File: config.mk
export PLATFORM = sky130hd
export DESIGN_NAME = pru_emit
export DESIGN_NICKNAME = d
export VERILOG_FILES = /design/src/rtl/core/pru_pkg.sv /design/src/rtl/core/pru_emit.sv
export SDC_FILE = /design/constraint.sdc
export NUM_CORES = 1
export LEC_CHECK = 0
export ABC_AREA = 0
export BUFFER_PORTS_ARGS = -buffer_cell sky130_fd_sc_hd__buf_2
export CAP_MARGIN = 10
export CORE_ASPECT_RATIO = 1.4
export CORE_MARGIN = 4
export CORE_UTILIZATION = 46
export DETAILED_ROUTE_END_ITERATION = 16
export GPL_TIMING_DRIVEN = 0
export PLACE_DENSITY = 0.78
export SLEW_MARGIN = 40
export SYNTH_ARGS = -nofsm -noshare
export SYNTH_HDL_FRONTEND = slang
export SYNTH_SLANG_ARGS = --single-unit
File: constraint.sdc
create_clock -name clk -period 2.6 [get_ports clk]
set_input_delay 0.13 -clock clk [delete_from_list [all_inputs] [get_ports clk]]
set_output_delay 0.13 -clock clk [all_outputs]
set_load 0.05 [all_outputs]
File: src/rtl/core/pru_pkg.sv
// Shared types and constants for the pixel replicating upscaler.
package pru_pkg;

  localparam int DEF_MAX_WIDTH = 2048;
  localparam int DEF_MAX_SCALE = 60;

  localparam int PIX_W   = 24;
  localparam int SCALE_W = 6;
  localparam int WIDTH_W = 12;
  localparam int PAD_W   = 2;
  localparam int IDX_W   = 2;

  // item kinds on the input tuser bit
  localparam logic ACT_PIXEL = 1'b0;
  localparam logic ACT_TICK  = 1'b1;

  // configuration register indexes
  localparam logic [IDX_W-1:0] REG_SCALE = 2'd0;
  localparam logic [IDX_W-1:0] REG_WIDTH = 2'd1;

  // one accepted item as handed from control to the result expander
  typedef struct packed {
    logic               mis;
    logic               use_mem;
    logic [PIX_W-1:0]   pix;
    logic [SCALE_W-1:0] npix;
    logic [PAD_W-1:0]   npad;
  } job_t;

endpackage

File: src/rtl/core/pru_emit.sv
// Result expander: turns one job into its pixel, padding or error beats.
module pru_emit
  import pru_pkg::*;
(
  input  logic             clk,
  input  logic             rst,
  input  logic             job_valid,
  input  job_t             job,
  output logic             job_take,
  input  logic [PIX_W-1:0] mem_rdata,
  output logic             m_tvalid,
  input  logic             m_tready,
  output logic [PIX_W-1:0] m_tdata,
  output logic [1:0]       m_tuser,
  output logic             m_tlast
);

  logic               busy;
  logic [PIX_W-1:0]   pix;
  logic [SCALE_W-1:0] npix;
  logic [PAD_W-1:0]   npad;
  logic               mis;

  logic beat_pad;
  logic beat_last;
  logic out_fire;
  logic free;

  assign beat_pad  = !mis && (npix == '0);
  assign beat_last = mis
                  || (npix == SCALE_W'(1) && npad == '0)
                  || (npix == '0 && npad == PAD_W'(1));
  assign out_fire  = busy && m_tready;
  assign free      = !busy || (out_fire && beat_last);
  assign job_take  = job_valid && free;

  always_ff @(posedge clk) begin
    if (rst) begin
      busy <= 1'b0;
    end else if (free) begin
      busy <= job_valid;
    end
  end

  // load a new job when idle or on the current job's last beat; otherwise count beats down
  always_ff @(posedge clk) begin
    if (free) begin
      pix  <= job.use_mem ? mem_rdata : job.pix;
      npix <= job.npix;
      npad <= job.npad;
      mis  <= job.mis;
    end else if (out_fire) begin
      if (npix != '0) begin
        npix <= npix - SCALE_W'(1);
      end else begin
        npad <= npad - PAD_W'(1);
      end
    end
  end

  assign m_tvalid = busy;
  assign m_tdata  = (mis || beat_pad) ? '0 : pix;
  assign m_tuser  = {mis, beat_pad};
  assign m_tlast  = beat_last;

  a_beats_left: assert property (@(posedge clk) disable iff (rst)
    busy && !mis |-> (npix != '0 || npad != '0))
    else $error("expander active with no beats left");

  a_pad_zero: assert property (@(posedge clk) disable iff (rst)
    busy && (beat_pad || mis) |-> m_tdata == '0)
    else $error("padding or error beat carries pixel data");

  a_mis_single: assert property (@(posedge clk) disable iff (rst)
    busy && mis |-> m_tlast && !beat_pad)
    else $error("misordered result is not a single last beat");

endmodule

==> impl_metrics.yaml, run 1 <==
sta:
  fin_crit_sh: 0.919
  fin_setup_tns_ns: 0
  rsz0062_at_grt: "false"
  setup_viol: 0
  worstMarginPinSlew_ns: 0.323
  maxSlewHeadroom: 0.783
  report.final.hold_viol_count: 0
  final.min_clock_period_ns: 2.39
  drv_slew: 0
  fmax_ghz: 0.419
  whs_ns: 0.0291
  fin_skew_ns: 0.00370
routing:
  drtIter0Drc: 59
  dr.pass1.iters: 4
  routed_via_density: 4.77
  num_vias: 1303
  ant_nets: 0
  drc_errors: 0
  wl_um: 3850
  wl_per_cell_um: 14.1
worst_setup_path:
  worstPathRequired_ns: 2.47
  r2r_start: "npix[0]"
  r2r-end: "npix[3]"
  critPathLaunch: "npix[0]"
  ff2ff_path_depth: 7
  crit_arrival_ns: 2.26
  reg2reg_slack_ns: 0.46
  worstSetupEndpointType: "primary output"
  cp_max_fo: 34
  path_class: "reg2out"
  cp-endpoint: "job_take"
  cp-start-kind: "flop"
clock_network:
  post-cts-setup-buffers: 0
  cts_buffers: 5
  clkLatencyLatePin_ns: 0.28
  cts_max_level: 2
  clkTransAtPathRegs_ns: 0.06
  cts_max_path_buffers: 2
  root_buffer: "clkbuf_8"
  cts_tree: "yes"
  clock_sinks: 34
flow_run:
  drv_cap: 0
logic_synthesis:
  post_synth_num_cell_types: 27
  syn_area_per_cell_um2: 13.8
  ys_seq_elements: 34
  synth_nets: 200
  postSynthCellCount: 133
  yosysWarnings: 0
  synth_area_leader_cell: "edfxtp_1"
  synth_top_area_frac: 0.540
  netlist_area_mm2: 0.00184
  ys_seq_area_frac: 0.550
  yosys-top-cells-area: "edfxtp_1, mux2_2, and2_1, mux2_4, ha_1"
run_status:
  status: "finished, final reports clean"
floorplan:
  die_area_mm2: 0.00508
  initial_core_util: 0.491
  core_region_area_mm2: 0.00374
  row_count: 26
  io_pins: 91
  die_h_um: 82.8
  die_w_um: 61.4
cells_and_area:
  syn_to_final_growth_pct: 32.1
  multiInputGateArea_um2: 752
  final_core_util: 0.648
  layout.nets: 297
  antenna_cells: 0
  nFillCells: 315
  layout-drive-gt1-share: 0.571
  final_cell_count_no_fill: 273
  regArea_mm2: 0.00101
power:
  finalPower_mw: 1.45
  vdd_drop_max_mv: 0.441
  leakagePower_nw: 1.16
  p_per_area_mw_per_mm2: 597
place:
  port_buffers: 89
  gp_congestion: 0.686
  place_inst: 264
  dp_hpwl_um: 3040
min_path:
  hp-class: "in2reg"
global_routing:
  grt_pass1_wl_um: 5740
  antenna_found_initial: 0
  gr-total-overflow: 0
  grt_max_degree: 35
  grt_usage: 0.160
  grt_pass1_vias: 1304
==> cells in the mapped netlist, drive strengths merged <==
cell    count
clkbuf      3
mux2i       2
ha          5
buf         5
mux2       30
a21oi       2
and2       26
xnor2       1
inv         7
xor2        3
o21ai       1
a21o        1
nor3        1
a21bo       1
o41ai       1
nor4        1
dfxtp       1
nor2        2
a22o        1
edfxtp     33
nand2       4
o21a        1
nor3b       1
==> worst min-delay path by stage <==
| stage | start | end | slack (ns) | depth (start not counted) |
|---|---|---|---|---|
| finish | job[33] | mis | 0.03 | 1 |
| global route | job[33] | mis | 0.01 | 1 |
| CTS | job[33] | mis | 0.01 | 1 |
| detailed placement | rst | m_tvalid | 0.29 | 2 |
| global placement | rst | m_tvalid | 0.29 | 2 |
| floorplan | rst | m_tvalid | 0.20 | 1 |
==> through the flow <==
stage / instance area (µm²) / worst slack [ns]
2_1_floorplan: 1840 / 0.354
3_3_place_gp: 2330 / 0.490
3_5_place_dp: 2330 / 0.459
4_1_cts: 2430 / 0.179
5_1_grt: 2430 / 0.0908
6_report: 2430 / 0.212
==> per-layer routing <==
layer  GRT usage  routed length (µm)
met5           0                   0
met4      0.0828                  50
met3      0.0420                 303
met2       0.288                2170
met1       0.166                1320
==> cells in the final DEF (no fill, tap or decap), drive strengths merged <==
cell,synthesis,layout
xnor2,1,1
dlygate4sd3,0,1
nand2,4,4
nor3b,1,1
nor3,1,1
o21a,1,1
a22o,1,1
a21oi,2,2
clkinv,0,2
buf,5,94
a21bo,1,1
a21o,1,1
xor2,3,3
dfxtp,1,1
inv,7,7
clkbuf,3,9
nor2,2,2
mux2i,2,2
and2,26,26
edfxtp,33,33
ha,5,5
o21ai,1,1
mux2,30,30
nor4,1,1
o41ai,1,1
==> report_power, final <==
group          internal, mW  leakage (nW)  switching, mW  total [mW]
combinational         0.148         0.766          0.245       0.392
sequential            0.671         0.346         0.0271       0.698
clock                 0.184        0.0426          0.174       0.358
total                  1.00          1.16          0.446        1.45
==> worst max-delay path: stages, from the launching register on <==
cell and delay [ns]:
edfxtp_1 0.39, inv_1 0.09, ha_1 0.26, a22o_1 0.21
a21o_1 0.18, a21bo_1 0.22, buf_6 0.22, and2_2 0.22
buf_2 0.20
==> cell families (layout without fill, tap and decap cells) <==
family          Yosys count  after routing  share of synthesized area
buf+inv                  15            113                     0.0402
compound gates            8              8                     0.0313
fa+ha+maj                 5              5                     0.0341
mux                      32             32                      0.205
xor+xnor                  4              4                     0.0191
flops                    34             34                      0.550
simple gates             35             35                      0.120
==> timing repair <==
| item | 4_1_cts | 5_1_grt |
|---|---|---|
| endpoints found under the hold margin | 1 | 0 |
| hold buffers | 1 | 0 |
| gates resized for setup | 0 | 0 |
==> state kept, by name, indices dropped and copies added (netlist names) <==
signal,cells
npad,2
npix,6
m_tvalid,1
pix,24
mis,1
==> layout make-up <==
type,count,share of cell area
Clock buffer,6,0.0299
Timing Repair Buffer,90,0.188
Buffer,8,0.0196
Sequential cell,34,0.417
Tap cell,42,0.0217
Multi-Input combinational cell,84,0.310
Inverter,7,0.0108
Clock inverter,2,0.00361
No activity file was read; power rests on OpenSTA's default activity.
==> run 2: changes to the inputs <==
MAX_ROUTING_LAYER = met4   (was default)
==> run 2 against run 1 <==
  * Non-clock buffer count unchanged
  * Total power increased by 0.14%
  * Final cell count unchanged
  * Critical endpoint unchanged
  * Setup slack about the same
  * Highest routed layer unchanged
  * Clock power about the same
  * Clock skew decreased by 0.00074 ns
==> impl_metrics.yaml, run 2 (synthesized netlist as in run 1, its figures left out) <==
worst_setup_path:
  crit_slowest_cell: "edfxtp_1"
  r2r_start: "npix[0]"
  cp_max_fo: 34
  path_cells: "inv_1 -> ha_1 -> a22o_1 -> a21o_1 -> a21bo_1 -> buf_6 -> and2_2 -> buf_2"
  path_class: "reg2out"
  crit_arrival_ns: 2.26
  cp-start-kind: "flop"
  worstSetupEndpointType: "primary output"
  worstPathRequired_ns: 2.47
  critPathTopFamily: "compound AO/OA/AOI/OAI gates"
  critPathBufInv: 3
  critPathLaunch: "npix[0]"
  crit_path_max_incr_delay_ns: 0.39
global_routing:
  grt_pass1_wl_um: 5750
  grt_pass1_vias: 1306
  grt_max_degree: 35
  gr-total-overflow: 0
  antenna_found_initial: 0
  grt_usage: 0.165
place:
  dp_hpwl_um: 3040
  place_area_mm2: 0.00233
  gp_congestion: 0.693
  port_buffers: 89
routing:
  drc_errors: 0
  wl_um: 3900
  dr.pass1.iters: 4
  num_vias: 1300
  wl_per_cell_um: 14.3
  routed_via_density: 4.76
  drtIter0Drc: 62
  ant_nets: 0
floorplan:
  initial_core_util: 0.491
  die_h_um: 82.8
  core_region_area_mm2: 0.00374
  die_w_um: 61.4
  die_area_mm2: 0.00508
  row_count: 26
  io_pins: 91
clock_network:
  cts_buffers: 5
  clkLatencyLatePin_ns: 0.28
  clock_sinks: 34
  cts_max_level: 2
  cts_resized: 0
  root_buffer: "clkbuf_8"
  clkTransAtPathRegs_ns: 0.06
  cts_max_path_buffers: 2
  cts_tree: "yes"
run_status:
  status: "finished, final reports clean"
cells_and_area:
  layout.nets: 297
  layout-drive-gt1-share: 0.571
  final_cell_mix: "buf_2, edfxtp_1, and2_1, mux2_2, inv_1"
  stdcell_area_mm2: 0.00243
  final_common_cell: "buf_2"
  reg.largest.list: "pix: 24 flops, npix: 6 flops, npad: 2 flops"
  regArea_mm2: 0.00101
  largest_reg_flops: 24
  antenna_cells: 0
  regMostFlops: "pix"
  final_core_util: 0.648
  multiInputGateArea_um2: 752
  nFillCells: 315
  syn_to_final_growth_pct: 32.1
sta:
  fmax_ghz: 0.419
  maxSlewHeadroom: 0.783
  rsz0062_at_grt: "false"
  setup_viol: 0
  final.min_clock_period_ns: 2.39
  fin_skew_ns: 0.00295
  worstMarginPinSlew_ns: 0.323
  drv_slew: 0
  fin_setup_tns_ns: 0
  report.final.hold_viol_count: 0
  fin_crit_sh: 0.919
min_path:
  holdCritStartpoint: "job[33]"
  hp-class: "in2reg"
power:
  p_per_area_mw_per_mm2: 598
  p_sw_frac: 0.309
  vdd_drop_max_mv: 0.444
  seqPwrFrac: 0.481
  p_sw_mw: 0.448
  p_int_mw: 1.00
  leakagePower_nw: 1.16
  pwr-share-clk: 0.248
  p_comb_frac: 0.271
flow_run:
  drv_cap: 0
[run 2: cell counts in the layout (fill, tap and decap cells not counted)]
No cell type changed its count.
[run 2: path summary, 6_finish.rpt]
check | slack, ns | end | cells past startpoint
worst max-delay path | 0.21 | job_take | 8
worst min-delay path | 0.03 | mis | 1
worst max register to register | 0.46 | npix[3] | 7
worst min register to register | 0.56 | npad[0] | 1
[run 2: layer usage]
layer | part of all wire | up-vias | GRT usage
li1 | - | 662 | -
met3 | 0.063 | 6 | 0.0295
met4 | 0.019 | 0 | 0.0828
met2 | 0.56 | 49 | 0.288
met5 | 0 | - | -
met1 | 0.36 | 583 | 0.174
[run 2: final cells by class]
type	instances	share of cell area
buffer	8	0.0196
clock buffer	6	0.0299
clock inverter	2	0.00361
inverter	7	0.0108
multi-input combinational	84	0.310
sequential	34	0.417
tap	42	0.0217
timing repair buffer	90	0.188
[run 2: metrics by stage]
stage / instances / setup slack, ns / hold WS [ns] / power [mW]
floorplan: 133 / 0.354 / 0.199 / 0.988
global placement: 264 / 0.490 / 0.292 / 1.10
detailed placement: 264 / 0.459 / 0.295 / 1.11
CTS: 273 / 0.179 / 0.0128 / 1.47
global route: 273 / 0.0908 / 0.00998 / 1.53
finish: 273 / 0.212 / 0.0274 / 1.45
[run 2: worst register-to-register path: cells and delay by family (launching register included)]
family                   cells  cell delay [ns]
AO/OA/AOI/OAI                3             0.61
adder cells (fa/ha/maj)      1             0.26
buffers and inverters        2             0.31
multiplexers                 1             0.34
flip-flops                   1             0.39
[run 2: repair_timing]
| item | 4_1_cts | 5_1_grt |
|---|---|---|
| buffers inserted | 0 | 0 |
| endpoints found under the hold margin | 1 | 0 |
| hold buffers | 1 | 0 |
[run 2: power by group through the flow]
stage,clock network (mW),logic [mW],registers (mW)
3_5_place_dp,0,0.396,0.710
6_report,0.360,0.392,0.698
2_1_floorplan,0,0.281,0.707
4_1_cts,0.375,0.399,0.698
5_1_grt,0.401,0.423,0.703
3_3_place_gp,0,0.388,0.707
==> run 3: changes to the inputs <==
BUFFER_PORTS_ARGS = -buffer_cell sky130_fd_sc_hd__buf_4   (was -buffer_cell sky130_fd_sc_hd__buf_2)
==> run 3 against run 2 <==
  * Flip-flop and latch count did not move
  * Global-route usage rose by 1.6 points
  * Critical path depth did not move
  * Clock-buffer cell count did not move
  * Non-clock buffer count did not move
==> impl_metrics.yaml, run 3 (synthesized netlist as in run 1, its figures left out) <==
worst_setup_path:
  crit_path_max_incr_delay_ns: 0.38
  cp-start-kind: "flop"
  worstSetupEndpointType: "primary output"
  crit_slowest_cell: "edfxtp_1"
  path_class: "reg2out"
  worstPathRequired_ns: 2.47
  crit_arrival_ns: 2.29
  cp_max_fo: 34
  path_cells: "inv_1 -> ha_1 -> a22o_1 -> a21o_1 -> a21bo_1 -> buf_6 -> and2_2 -> buf_4"
sta:
  fin_setup_tns_ns: 0
  drv_slew: 0
  rsz0062_at_grt: "false"
  worstMarginPinSlew_ns: 0.341
  fin_skew_ns: 0.00257
  maxSlewHeadroom: 0.772
  fmax_ghz: 0.414
  setup_viol: 0
  final.min_clock_period_ns: 2.42
  fin_crit_sh: 0.929
  report.final.hold_viol_count: 0
  fin_ws_ns: 0.184
cells_and_area:
  final_core_util: 0.708
  layout-drive-gt1-share: 0.571
  final_common_cell: "buf_4"
  largest_reg_flops: 24
  syn_to_final_growth_pct: 44.2
  regMostFlops: "pix"
  nFillCells: 277
  reg.largest.list: "pix: 24 flops, npix: 6 flops, npad: 2 flops"
  stdcell_area_mm2: 0.00265
  antenna_cells: 0
  final_cell_mix: "buf_4, edfxtp_1, and2_1, mux2_2, inv_1"
  layout.nets: 297
place:
  dp_hpwl_um: 3350
  gp_congestion: 0.821
  place_area_mm2: 0.00256
  preCtsSetupSlack_ns: 0.429
  port_buffers: 89
floorplan:
  initial_core_util: 0.491
  die_h_um: 82.8
  die_w_um: 61.4
  die_area_mm2: 0.00508
  row_count: 26
  core_region_area_mm2: 0.00374
  io_pins: 91
power:
  vdd_drop_max_mv: 0.404
  leakagePower_nw: 1.22
  p_per_area_mw_per_mm2: 567
routing:
  wl_per_cell_um: 15.5
  routed_via_density: 4.88
  dr.pass1.iters: 4
  drc_errors: 0
  wl_um: 4240
  num_vias: 1333
  ant_nets: 0
  drtIter0Drc: 71
min_path:
  hp-class: "in2reg"
run_status:
  status: "finished, final reports clean"
global_routing:
  grt_pass1_wl_um: 6510
  gr-total-overflow: 0
  grt_pass1_vias: 1461
  antenna_found_initial: 0
  grt_max_degree: 35
  grt_usage: 0.181
clock_network:
  root_buffer: "clkbuf_8"
  clkLatencyLatePin_ns: 0.27
  clock_sinks: 34
  cts_buffers: 5
  post-cts-setup-buffers: 0
  cts_max_path_buffers: 2
  clkTransAtPathRegs_ns: 0.07
  cts_tree: "yes"
  cts_max_level: 2
flow_run:
  drv_cap: 0
==> run 3: final timing paths <==
| check | startpoint | to | slack [ns] | cells after the start |
|---|---|---|---|---|
| max | npix[0] | job_take | 0.18 | 8 |
| min | job[33] | mis | 0.03 | 1 |
| max reg2reg | npix[0] | npad[0] | 0.44 | 7 |
| min reg2reg | m_tvalid | npad[1] | 0.57 | 1 |
==> run 3: power by group <==
group / switching [mW] / internal, mW
clock network: 0.174 / 0.184
logic: 0.248 / 0.196
registers: 0.0285 / 0.671
==> run 3: timing repair <==
action | CTS | global route
endpoints found under the setup margin | 0 | 0
gates resized for setup | 0 | 0
endpoints found under the hold margin | 1 | 0
hold buffers | 1 | 0
==> run 3: final cells by class <==
cell class	count	area, µm²	share of cell area
repair buffers	90	678	0.256
plain buffers	8	47.5	0.0179
multi-input cells	84	752	0.284
flip-flops and latches	34	1010	0.382
clock buffers	6	72.6	0.0274
inverters	7	26.3	0.00992
clock inverters	2	8.76	0.00331
well taps	42	52.6	0.0198
==> run 3: critical path: cells and delay by family (launching register included) <==
kind / cells / cell delay, ns
AOI/OAI and AO/OA: 3 / 0.64
adders and majority gates: 1 / 0.25
buffers and inverters: 3 / 0.50
DFF: 1 / 0.38
and+or+nand+nor: 1 / 0.24
==> run 3: per-layer routing <==
layer / GRT usage / wire, µm / share of wire / vias up
met5: - / 0 / 0 / -
met4: 0.0446 / 19 / 0.0045 / 0
met3: 0.0560 / 351 / 0.083 / 2
met2: 0.327 / 2400 / 0.57 / 54
met1: 0.187 / 1470 / 0.35 / 615
li1: - / - / - / 662
==> run 3: through the flow <==
step                      hold slack [ns]  instances  power (mW)
final                              0.0331        273        1.50
after global routing               0.0204        273        1.58
after CTS                          0.0236        273        1.52
after detailed placement            0.293        264        1.16
after global placement              0.288        264        1.14
after floorplan                     0.199        133       0.988
