## config.mk

```make
export PLATFORM = sky130hd
export DESIGN_NAME = pru_ctrl
export DESIGN_NICKNAME = d
export VERILOG_FILES = /design/src/rtl/core/pru_pkg.sv /design/src/rtl/core/pru_ctrl.sv
export SDC_FILE = /design/constraint.sdc
export NUM_CORES = 1
export LEC_CHECK = 0
export ABC_CLOCK_PERIOD_IN_PS = 3740
export BUFFER_PORTS_ARGS = -buffer_cell sky130_fd_sc_hd__buf_2
export CORE_ASPECT_RATIO = 1.25
export CORE_UTILIZATION = 50
export CTS_CLUSTER_SIZE = 20
export DETAILED_ROUTE_END_ITERATION = 8
export PLACE_DENSITY = 0.8
export REMOVE_ABC_BUFFERS = 1
export SYNTH_ARGS = -nofsm -noshare
export SYNTH_HDL_FRONTEND = slang
export SYNTH_SLANG_ARGS = --single-unit
```

## constraint.sdc

```tcl
create_clock -name clk -period 3.74 [get_ports clk]
set_input_delay 0.561 -clock clk [delete_from_list [all_inputs] [get_ports clk]]
set_output_delay 0.561 -clock clk [all_outputs]
set_load 0.005 [all_outputs]
```

## src/rtl/core/pru_pkg.sv

```systemverilog
// Shared types and constants for the pixel replicating upscaler.
package pru_pkg;

  localparam int DEF_MAX_WIDTH = 2048;
  localparam int DEF_MAX_SCALE = 60;

  localparam int PIX_W   = 24;
  localparam int SCALE_W = 6;
  localparam int WIDTH_W = 12;
  localparam int PAD_W   = 2;
  localparam int IDX_W   = 2;

  // item kinds on the input tuser bit
  localparam logic ACT_PIXEL = 1'b0;
  localparam logic ACT_TICK  = 1'b1;

  // configuration register indexes
  localparam logic [IDX_W-1:0] REG_SCALE = 2'd0;
  localparam logic [IDX_W-1:0] REG_WIDTH = 2'd1;

  // one accepted item as handed from control to the result expander
  typedef struct packed {
    logic               mis;
    logic               use_mem;
    logic [PIX_W-1:0]   pix;
    logic [SCALE_W-1:0] npix;
    logic [PAD_W-1:0]   npad;
  } job_t;

endpackage

```

## src/rtl/core/pru_ctrl.sv

```systemverilog
// Row and pass tracking, configuration registers and line buffer access.
module pru_ctrl
  import pru_pkg::*;
#(
  parameter int MAX_WIDTH = DEF_MAX_WIDTH,
  parameter int MAX_SCALE = DEF_MAX_SCALE,
  localparam int CW = (MAX_WIDTH > 1) ? $clog2(MAX_WIDTH) : 1
) (
  input  logic               clk,
  input  logic               rst,
  input  logic               s_tvalid,
  output logic               s_tready,
  input  logic               s_tuser,
  input  logic [PIX_W-1:0]   s_tdata,
  input  logic               cfg_valid,
  output logic               cfg_ready,
  input  logic [IDX_W-1:0]   cfg_index,
  input  logic [WIDTH_W-1:0] cfg_data,
  output logic               mem_we,
  output logic               mem_re,
  output logic [CW-1:0]      mem_addr,
  output logic [PIX_W-1:0]   mem_wdata,
  output logic               job_valid,
  output job_t               job,
  input  logic               job_take
);

  localparam int XW = (CW + 1 > WIDTH_W + 1) ? CW + 1 : WIDTH_W + 1;

  logic [SCALE_W-1:0] scale;
  logic [WIDTH_W-1:0] row_width;
  logic [CW-1:0]      col;
  logic [SCALE_W-1:0] pass;

  logic [SCALE_W-1:0] s_eff;
  logic [XW-1:0]      rw_x;
  logic [XW-1:0]      w_eff;
  logic               end_pass;
  logic               end_row;
  logic [3:0]         pad_prod;
  logic               is_pix;
  logic               mis;
  logic               s_fire;
  job_t               job_next;

  assign cfg_ready = 1'b1;

  always_ff @(posedge clk) begin
    if (rst) begin
      scale     <= SCALE_W'(1);
      row_width <= WIDTH_W'(1);
    end else if (cfg_valid) begin
      unique case (cfg_index)
        REG_SCALE: scale     <= cfg_data[SCALE_W-1:0];
        REG_WIDTH: row_width <= cfg_data;
        default: ;
      endcase
    end
  end

  always_comb begin
    if (scale == '0) s_eff = SCALE_W'(1);
    else if (scale > SCALE_W'(MAX_SCALE)) s_eff = SCALE_W'(MAX_SCALE);
    else s_eff = scale;
  end

  assign rw_x = XW'(row_width);

  always_comb begin
    if (rw_x == '0) w_eff = XW'(1);
    else if (rw_x > XW'(MAX_WIDTH)) w_eff = XW'(MAX_WIDTH);
    else w_eff = rw_x;
  end

  assign end_pass = (XW'(col) + XW'(1)) >= w_eff;
  assign end_row  = ({1'b0, pass} + 7'd1) >= {1'b0, s_eff};
  // bytes per output row mod 4: 3*w*s, so padding is (w*s) mod 4
  assign pad_prod = {2'b00, w_eff[1:0]} * {2'b00, s_eff[1:0]};

  assign is_pix   = (s_tuser == ACT_PIXEL);
  assign mis      = is_pix != (pass == '0);
  assign s_tready = !job_valid || job_take;
  assign s_fire   = s_tvalid && s_tready;

  assign mem_we    = s_fire && !mis && is_pix;
  assign mem_re    = s_fire && !mis && !is_pix;
  assign mem_addr  = col;
  assign mem_wdata = s_tdata;

  always_comb begin
    job_next.mis     = mis;
    job_next.use_mem = !is_pix;
    job_next.pix     = s_tdata;
    job_next.npix    = mis ? '0 : s_eff;
    job_next.npad    = (mis || !end_pass) ? '0 : pad_prod[1:0];
  end

  always_ff @(posedge clk) begin
    if (rst) begin
      col       <= '0;
      pass      <= '0;
      job_valid <= 1'b0;
    end else begin
      if (s_fire) begin
        job_valid <= 1'b1;
      end else if (job_take) begin
        job_valid <= 1'b0;
      end
      if (s_fire && !mis) begin
        if (end_pass) begin
          col  <= '0;
          pass <= end_row ? '0 : pass + SCALE_W'(1);
        end else begin
          col  <= col + CW'(1);
        end
      end
    end
  end

  always_ff @(posedge clk) begin
    if (s_fire) begin
      job <= job_next;
    end
  end

  a_job_hold: assert property (@(posedge clk) disable iff (rst)
    job_valid && !job_take |=> job_valid && $stable(job))
    else $error("pending job changed before it was taken");

  a_mis_empty: assert property (@(posedge clk) disable iff (rst)
    job_valid && job.mis |-> job.npix == '0 && job.npad == '0)
    else $error("misordered job carries pixel or padding beats");

  a_pix_count: assert property (@(posedge clk) disable iff (rst)
    job_valid && !job.mis |-> job.npix != '0)
    else $error("accepted item has no pixel beats");

endmodule

```

==> results of run 1 <==
[per-stage QoR]
step | total power, µW | area, µm²
finish | 1630 | 4120
global route | 1700 | 4120
CTS | 1650 | 4120
floorplan | 955 | 3220
global placement | 1050 | 3920
detailed placement | 1060 | 3920
[worst max path at each step]
stage          cells past startpoint         from  endpoint  slack (ps)
2_1_floorplan                     12  mem_addr[0]   pass[1]         420
3_3_place_gp                      13  mem_addr[0]   pass[1]         770
3_5_place_dp                      13  mem_addr[0]   pass[4]         610
4_1_cts                           13  mem_addr[0]   pass[4]         600
5_1_grt                           13  mem_addr[0]   pass[0]         260
6_report                          13  mem_addr[0]   pass[4]         590
[flip-flops by register name, summed over array words and instances (netlist names)]
name       cells
pass           6
row_width     12
job_valid      1
scale          6
mem_addr      11
job           34
[layer usage]
layer | vias to the layer above | global-route usage (%) | share of wire, %
met5 | - | 0 | 0
met4 | 0 | 11.2 | 2.3
met3 | 14 | 3.44 | 5.9
met2 | 119 | 39.3 | 51
met1 | 1290 | 25.1 | 41
li1 | 1401 | - | -
[cell type report]
cell class                 instances  area share [%]
sequential                        70            42.3
multi-input combinational        236            34.6
timing repair buffer             118            14.5
clock buffer                       9            3.01
tap                               87            2.64
clock inverter                     7            1.79
inverter                          13            1.18
[cell usage after synthesis, drive strengths merged, types with 4 or more instances]
cell	number
nand2	58
dfxtp	36
edfxtp	34
a21oi	31
buf	31
nor2	24
nand3	23
ha	21
inv	13
xnor2	10
nand2b	8
clkbuf	7
nor3	6
o211ai	5
o21ai	5
a31oi	4
nand4	4
nor4	4
xor2	4
[report_power, final]
part	leakage, µW	total [µW]	internal, µW	switching [µW]
Sequential	0.000624	852	839	13.0
Clock	0.0000895	592	308	284
Combinational	0.00102	188	76.4	112
Total	0.00174	1630	1220	409
[cell families (layout without fill, tap and decap cells)]
kind of cell	count (synthesis)	in the layout	synth area share (%)
simple gates	141	141	19.1
flops	70	70	50.3
compound gates	56	56	9.79
buf+inv	51	147	8.56
fa+ha+maj	21	21	7.58
xor+xnor	14	14	3.54
mux	3	3	1.01
other cells	1	1	0.108
==> flow_summary.yaml, run 1 <==
global_route:
  grt_antenna_before_repair: 0
  grt_overflow: 0
  grt_max_degree: 35
  grt_pass1_vias: 2532
  grt_pass1_wl_mm: 12.0
  grt_usage_pct: 21.8
cts:
  cts_made_buffers: 9
  htree_num_levels: 3
  clkTransAtPathRegs_ps: 70
  cts_resized: 0
  tritoncts: "built"
  clkSinkCount: 70
  ctsHoldBuffers: 0
  clock_tree.buffer_depth: 2
  cts-root-buf: "clkbuf_8"
  postCtsSetupRepairBufs: 0
  clkLatencyLatePin_ps: 350
finish:
  synthToLayoutAreaGrowth_pct: 18.9
  fin_util_pct: 62.0
  multi_input_area_um2: 1430
  num-nets-final: 513
  fillCellCount: 562
  seq_area_um2: 1740
  most-common-layout-cells: "116 x buf_2, 58 x nand2_1, 36 x dfxtp_1"
  drive_above_1_share_pct: 30.7
  fin_cells: 540
  mostFrequentLayoutCell: "buf_2"
  diodes: 0
worst_setup_path:
  critPathLaunchType: "flip-flop"
  critPathTopFamily: "simple AND/OR/NAND/NOR gates"
  crit_arrival_ps: 3380
  timing.rr.end: "pass[4]"
  path_buf_inv: 1
  required_ps: 3970
  crit_top_cell: "nand3_1"
  r2r_start: "mem_addr[0]"
  path_cells: "ha_1 -> nand3_1 -> nor2_1 -> nand3_1 -> xnor2_1 -> ha_1 -> a21o_1 -> a21oi_1 -> nand3_1 -> o31ai_2 -> buf_4 -> or2_0 -> o21ai_1"
  critPathMaxFanout: 23
  slowest_delay_ps: 440
  regToRegSetupSlack_ps: 590
  endpoint_kind: "flip-flop"
  crit_path_top_delay_cell: "dfxtp_1"
  path_class: "flip-flop to flip-flop"
  r2r.worst_path.cells: 13
floorplan:
  rows: 33
  dieArea_um2: 7270
  start_util_pct: 52.1
  die_w_um: 76.5
  coreArea_um2: 6650
  io_pins: 118
  die_h_um: 95.1
pwr:
  p_leak_uw: 0.00174
  peakVddDrop_mv: 0.240
  power.density_nw_per_um2: 396
detailed_routing:
  vias: 2824
  drc: 0
  viasPerCell: 5.23
  dr.pass1.iters: 4
  postRouteWirelength_mm: 7.55
  antenna_left: 0
  initialDrtViolationCount: 148
  detail_route.wl_per_cell_um: 14.0
sta:
  rsz0062_at_grt: "no"
  hold_violations: 0
  fin_skew_ps: 5.88
  fin_crit_sh_pct: 84.3
  fmaxAchievable_mhz: 317
  worst-slew-pin-transition_ps: 727
  finalCriticalPeriod_ps: 3150
  setup_viol_count_final: 0
  drv_slew: 0
  hold_slack_ps: 401
  fin_ws_ps: 588
  maxSlewHeadroom_pct: 51.4
  finalSetupTns_ps: 0
placement:
  port_buffers: 116
  gp_congestion: 0.818
  hpwlAfterDp_mm: 6.00
  dp_slack_ps: 613
  dpl.cell_count: 524
synthesis:
  synth_cells: 357
  synth-seq-cells: 70
  syn_area_um2: 3460
  yosysTopAreaCellShare_pct: 29.5
  yosys.area.top_type: "edfxtp_1"
  ys.flop_type: "dfxtp_1"
  ys_top_cells_by_area: "edfxtp_1 29%, dfxtp_1 21%, ha_1 7.6%, nand2_1 6.3%, buf_4 5.4%"
  synth.distinct_cells: 46
  yosysSeqAreaShare_pct: 50.3
  syn_area_per_cell_um2: 9.70
  async_flop_share_pct: 0
  synth_edf_count: 34
  yosys_warnings: 0
job:
  max_cap_viol_count: 0
worst_hold_path:
  min_path_type: "input pin to flip-flop"
  worst_hold_path.endpoint: "job[19]"
  min_from: "s_tdata[11]"
  holdPathStages: 1
outcome:
  status: "complete, no violations"
(Power assumes the default switching activity.)
==> run 2, diff against run 1 <==
ABC_CLOCK_PERIOD_IN_PS = 3200   (was 3740)
clock period = 3.2 ns   (was 3.74 ns; I/O delays follow)
==> run 2 against run 1 <==
Compared with the run above:
- setup slack got worse by 320 ps
- clock power increased by 28%
- critical path type unchanged
- combinational power increased by 27%
- non-clock buffer count increased by 2
- hold slack got worse by 87 ps
- largest power group unchanged
==> flow_summary.yaml, run 2 (synthesis gave the netlist of run 1 again) <==
outcome:
  status: "complete, no violations"
global_route:
  grt_antenna_before_repair: 0
  busiest_layer: "met2"
  met2_usage_pct: 38.1
  grt_pass1_wl_mm: 12.3
  gr-usage-met1_pct: 27.0
  met3_usage_pct: 5.36
  grt_usage_pct: 22.3
  grt_pass1_vias: 2588
  grt_overflow: 0
  grt_max_degree: 35
placement:
  dpl.cell_count: 526
  gp_congestion: 0.816
  hpwlAfterDp_mm: 5.82
  port_buffers: 116
  dp_slack_ps: 177
worst_setup_path:
  r2r_start: "mem_addr[1]"
  regToRegSetupSlack_ps: 260
  critPathMaxFanout: 23
  required_ps: 3430
  r2r.worst_path.cells: 13
  critPathLaunchType: "flip-flop"
  crit_arrival_ps: 3170
  path_class: "flip-flop to flip-flop"
  timing.rr.end: "pass[4]"
  endpoint_kind: "flip-flop"
detailed_routing:
  initialDrtViolationCount: 217
  drc: 0
  vias: 2857
  viasPerCell: 5.27
  antenna_left: 0
  detail_route.wl_per_cell_um: 14.0
  dr.pass1.iters: 4
  postRouteWirelength_mm: 7.59
floorplan:
  io_pins: 118
  die_h_um: 95.1
  die_w_um: 76.5
  coreArea_um2: 6650
  start_util_pct: 52.1
  rows: 33
  dieArea_um2: 7270
finish:
  fin_util_pct: 62.7
  most-common-layout-cells: "116 x buf_2, 58 x nand2_1, 36 x dfxtp_1"
  largest_reg_flops: 34
  fillCellCount: 542
  num-nets-final: 515
  synthToLayoutAreaGrowth_pct: 20.3
  top_register: "job"
  mostFrequentLayoutCell: "buf_2"
  diodes: 0
  fin_cells: 542
  drive_above_1_share_pct: 31.4
cts:
  postCtsSetupRepairBufs: 0
  cts-root-buf: "clkbuf_8"
  cts_made_buffers: 9
  clkTransAtPathRegs_ps: 80
  tritoncts: "built"
  clkLatencyLatePin_ps: 350
  htree_num_levels: 3
  clkSinkCount: 70
  clock_tree.buffer_depth: 2
sta:
  finalCriticalPeriod_ps: 2940
  fin_crit_sh_pct: 91.7
  hold_violations: 0
  maxSlewHeadroom_pct: 57.7
  fin_ws_ps: 265
  fin_skew_ps: 4.58
  fmaxAchievable_mhz: 341
  finalSetupTns_ps: 0
  drv_slew: 0
  worst-slew-pin-transition_ps: 631
  setup_viol_count_final: 0
  rsz0062_at_grt: "no"
pwr:
  p_leak_uw: 0.00177
  peakVddDrop_mv: 0.320
  power.density_nw_per_um2: 478
job:
  max_cap_viol_count: 0
worst_hold_path:
  min_path_type: "input pin to flip-flop"
  holdPathStages: 1
  min_from: "s_tdata[8]"
  worst_hold_path.endpoint: "job[16]"
==> run 2: cell count changes in the layout (fill, tap and decap cells not counted), sizes merged <==
cell      delta
buf          +2
clkbuf       +1
clkinvlp     -1
==> run 2: where the power goes <==
group / switching, µW / total (µW) / internal [µW]
Sequential: 13.9 / 995 / 981
Clock: 349 / 758 / 409
Combinational: 136 / 238 / 102
==> run 2: worst max path at each step <==
stage,from,to,depth (start not counted),slack [ps]
finish,mem_addr[1],pass[4],13,260
global route,mem_addr[1],pass[4],13,20
CTS,mem_addr[1],pass[4],13,160
detailed placement,mem_addr[1],pass[4],13,180
global placement,mem_addr[1],pass[2],13,290
floorplan,mem_addr[0],pass[1],12,-120
==> run 2: stage by stage <==
| stage | hold slack (ps) | total power (µW) | instance area [µm²] |
|---|---|---|---|
| 2_1_floorplan | 441 | 1120 | 3220 |
| 4_1_cts | 311 | 1990 | 4170 |
| 5_1_grt | 303 | 2070 | 4170 |
| 6_report | 314 | 1990 | 4170 |
| 3_3_place_gp | 459 | 1250 | 3950 |
| 3_5_place_dp | 467 | 1250 | 3950 |
==> run 2: cell type report <==
cell class	instances	area, µm²	share of cell area (%)
Inverter	13	48.8	1.17
Clock buffer	10	149	3.57
Tap cell	87	109	2.61
Sequential cell	70	1740	41.8
Timing Repair Buffer	120	623	15.0
Clock inverter	6	67.6	1.62
Multi-Input combinational cell	236	1430	34.3
==> run 2: per-layer routing <==
layer / up-vias / share of wire [%]
met3: 13 / 7.0
met1: 1322 / 42
met2: 114 / 49
li1: 1408 / -
met5: - / 0
met4: 0 / 2.0
==> run 2: critical path: stages, from the launching register on <==
cell and delay [ps]:
dfxtp_1 390, ha_1 250, nand3_1 150, nor2_2 160, nand3_1 100, xnor2_1 210, ha_1 270, a21o_1 160
a21oi_1 180, nand3_1 110, o31ai_2 310, buf_12 200, or2_1 220, o21ai_1 110
==> run 2: what timing repair did <==
item,CTS,global route
gates resized for setup,0,2
hold buffers,0,0
setup endpoints to repair,0,6
==> run 3, diff against run 2 <==
PLACE_DENSITY = unset   (was 0.8)
PLACE_DENSITY_LB_ADDON = 0.25   (was unset)
==> run 3 against run 2 <==
Compared with the run above:
- setup slack got worse by 28 ps
- power increased by 0.91%
- clock-buffer cell count decreased by 1
- sequential power about the same
- clock power increased by 3.4%
- clock skew increased by 3.3 ps
- sequential cell count unchanged
- combinational power decreased by 4%
- die area unchanged
- final cell count unchanged
- core utilization about the same
- design area about the same
- largest cell class unchanged
- largest power group unchanged
==> flow_summary.yaml, run 3 (synthesis gave the netlist of run 1 again) <==
sta:
  fin_crit_sh_pct: 92.6
  hold_violations: 0
  finalSetupTns_ps: 0
  fin_skew_ps: 7.85
  worst-slew-pin-transition_ps: 595
  drv_slew: 0
  maxSlewHeadroom_pct: 60.1
  rsz0062_at_grt: "no"
  setup_viol_count_final: 0
  finalCriticalPeriod_ps: 2960
  fmaxAchievable_mhz: 337
detailed_routing:
  vias: 2793
  viasPerCell: 5.15
  drc: 0
  dr.pass1.iters: 4
  detail_route.wl_per_cell_um: 13.3
  antenna_left: 0
  postRouteWirelength_mm: 7.19
  initialDrtViolationCount: 63
cts:
  clkTransAtPathRegs_ps: 80
  cts_made_buffers: 9
  clkLatencyLatePin_ps: 350
  clock_tree.buffer_depth: 2
  clkSinkCount: 70
  tritoncts: "built"
  cts-root-buf: "clkbuf_8"
  ctsHoldBuffers: 0
  htree_num_levels: 3
finish:
  mostFrequentLayoutCell: "buf_2"
  num-nets-final: 515
  most-common-layout-cells: "116 x buf_2, 58 x nand2_1, 35 x dfxtp_1"
  top_register: "job"
  synthToLayoutAreaGrowth_pct: 20.4
  largest_reg_flops: 34
  diodes: 0
  drive_above_1_share_pct: 31.6
worst_hold_path:
  min_from: "s_tdata[19]"
  min_path_type: "input pin to flip-flop"
  worst_hold_path.endpoint: "job[27]"
  holdPathStages: 1
global_route:
  grt_max_degree: 35
  met3_usage_pct: 4.21
  busiest_layer: "met2"
  grt_usage_pct: 20.8
  grt_pass1_vias: 2419
  gr-usage-met1_pct: 25.7
  grt_pass1_wl_mm: 11.6
  grt_antenna_before_repair: 0
  met2_usage_pct: 34.3
  grt_overflow: 0
worst_setup_path:
  required_ps: 3470
  endpoint_kind: "flip-flop"
  timing.rr.end: "mem_addr[5]"
  critPathMaxFanout: 18
  regToRegSetupSlack_ps: 240
  path_class: "flip-flop to flip-flop"
  r2r_start: "mem_addr[0]"
  r2r.worst_path.cells: 14
  crit_arrival_ps: 3240
  critPathLaunchType: "flip-flop"
floorplan:
  dieArea_um2: 7270
  die_h_um: 95.1
  rows: 33
  coreArea_um2: 6650
  io_pins: 118
  die_w_um: 76.5
  start_util_pct: 52.1
outcome:
  status: "complete, no violations"
pwr:
  power.density_nw_per_um2: 482
  peakVddDrop_mv: 0.320
  p_leak_uw: 0.00177
  total_power_uw: 2010
job:
  max_cap_viol_count: 0
placement:
  gp_congestion: 0.831
  port_buffers: 116
  hpwlAfterDp_mm: 5.54
## run 3: layout make-up
class	instances	area (µm²)
clock buffers	9	124
clock inverters	7	97.6
fillers	580	2480
inverters	13	48.8
multi-input cells	236	1430
flip-flops and latches	70	1740
well taps	87	109
repair buffers	120	614
## run 3: what timing repair did
item / 4_1_cts / 5_1_grt
endpoints found under the setup margin: 0 / 14
gates resized for setup: 0 / 4
buffers inserted: 0 / 0
## run 3: routing by layer
layer | vias up | wire [µm]
li1 | 1407 | -
met1 | 1250 | 3110
met2 | 122 | 3390
met3 | 14 | 520
met4 | 0 | 174
met5 | - | 0
## run 3: report_power, final
part | internal (µW) | switching (µW)
registers | 981 | 14.9
clock network | 441 | 343
logic | 97.8 | 131
## run 3: how the worst max path moves through the flow
stage,start,end,slack [ps],cells past startpoint
6_report,mem_addr[0],mem_addr[5],240,14
5_1_grt,mem_addr[1],mem_addr[9],20,14
3_5_place_dp,mem_addr[0],pass[4],100,13
2_1_floorplan,mem_addr[0],pass[1],-120,12
3_3_place_gp,mem_addr[0],pass[1],260,13
4_1_cts,mem_addr[0],pass[4],90,13
## run 3: worst max-delay path, cell delays in order, from the launching register on
cell and delay, ps:
dfxtp_2 390, ha_1 230, nand3_1 130, nor2_1 190, nand3_1 150, xnor2_2 170
ha_1 310, a21o_1 160, a21oi_1 180, nand3_1 100, o31ai_2 250, buf_6 210
buf_4 160, nand3_1 80, a31oi_1 170
## run 3: stage by stage
stage / worst slack, ps / hold WS [ps] / utilization, % / cells / cell area (µm²)
2_1_floorplan: -117 / 441 / - / 319 / 3220
5_1_grt: 22.7 / 310 / 62.7 / 542 / 4170
4_1_cts: 87.9 / 307 / 62.5 / 542 / 4160
6_report: 236 / 318 / 62.7 / 542 / 4170
3_3_place_gp: 264 / 460 / 59.2 / 526 / 3940
3_5_place_dp: 104 / 464 / 59.2 / 526 / 3940
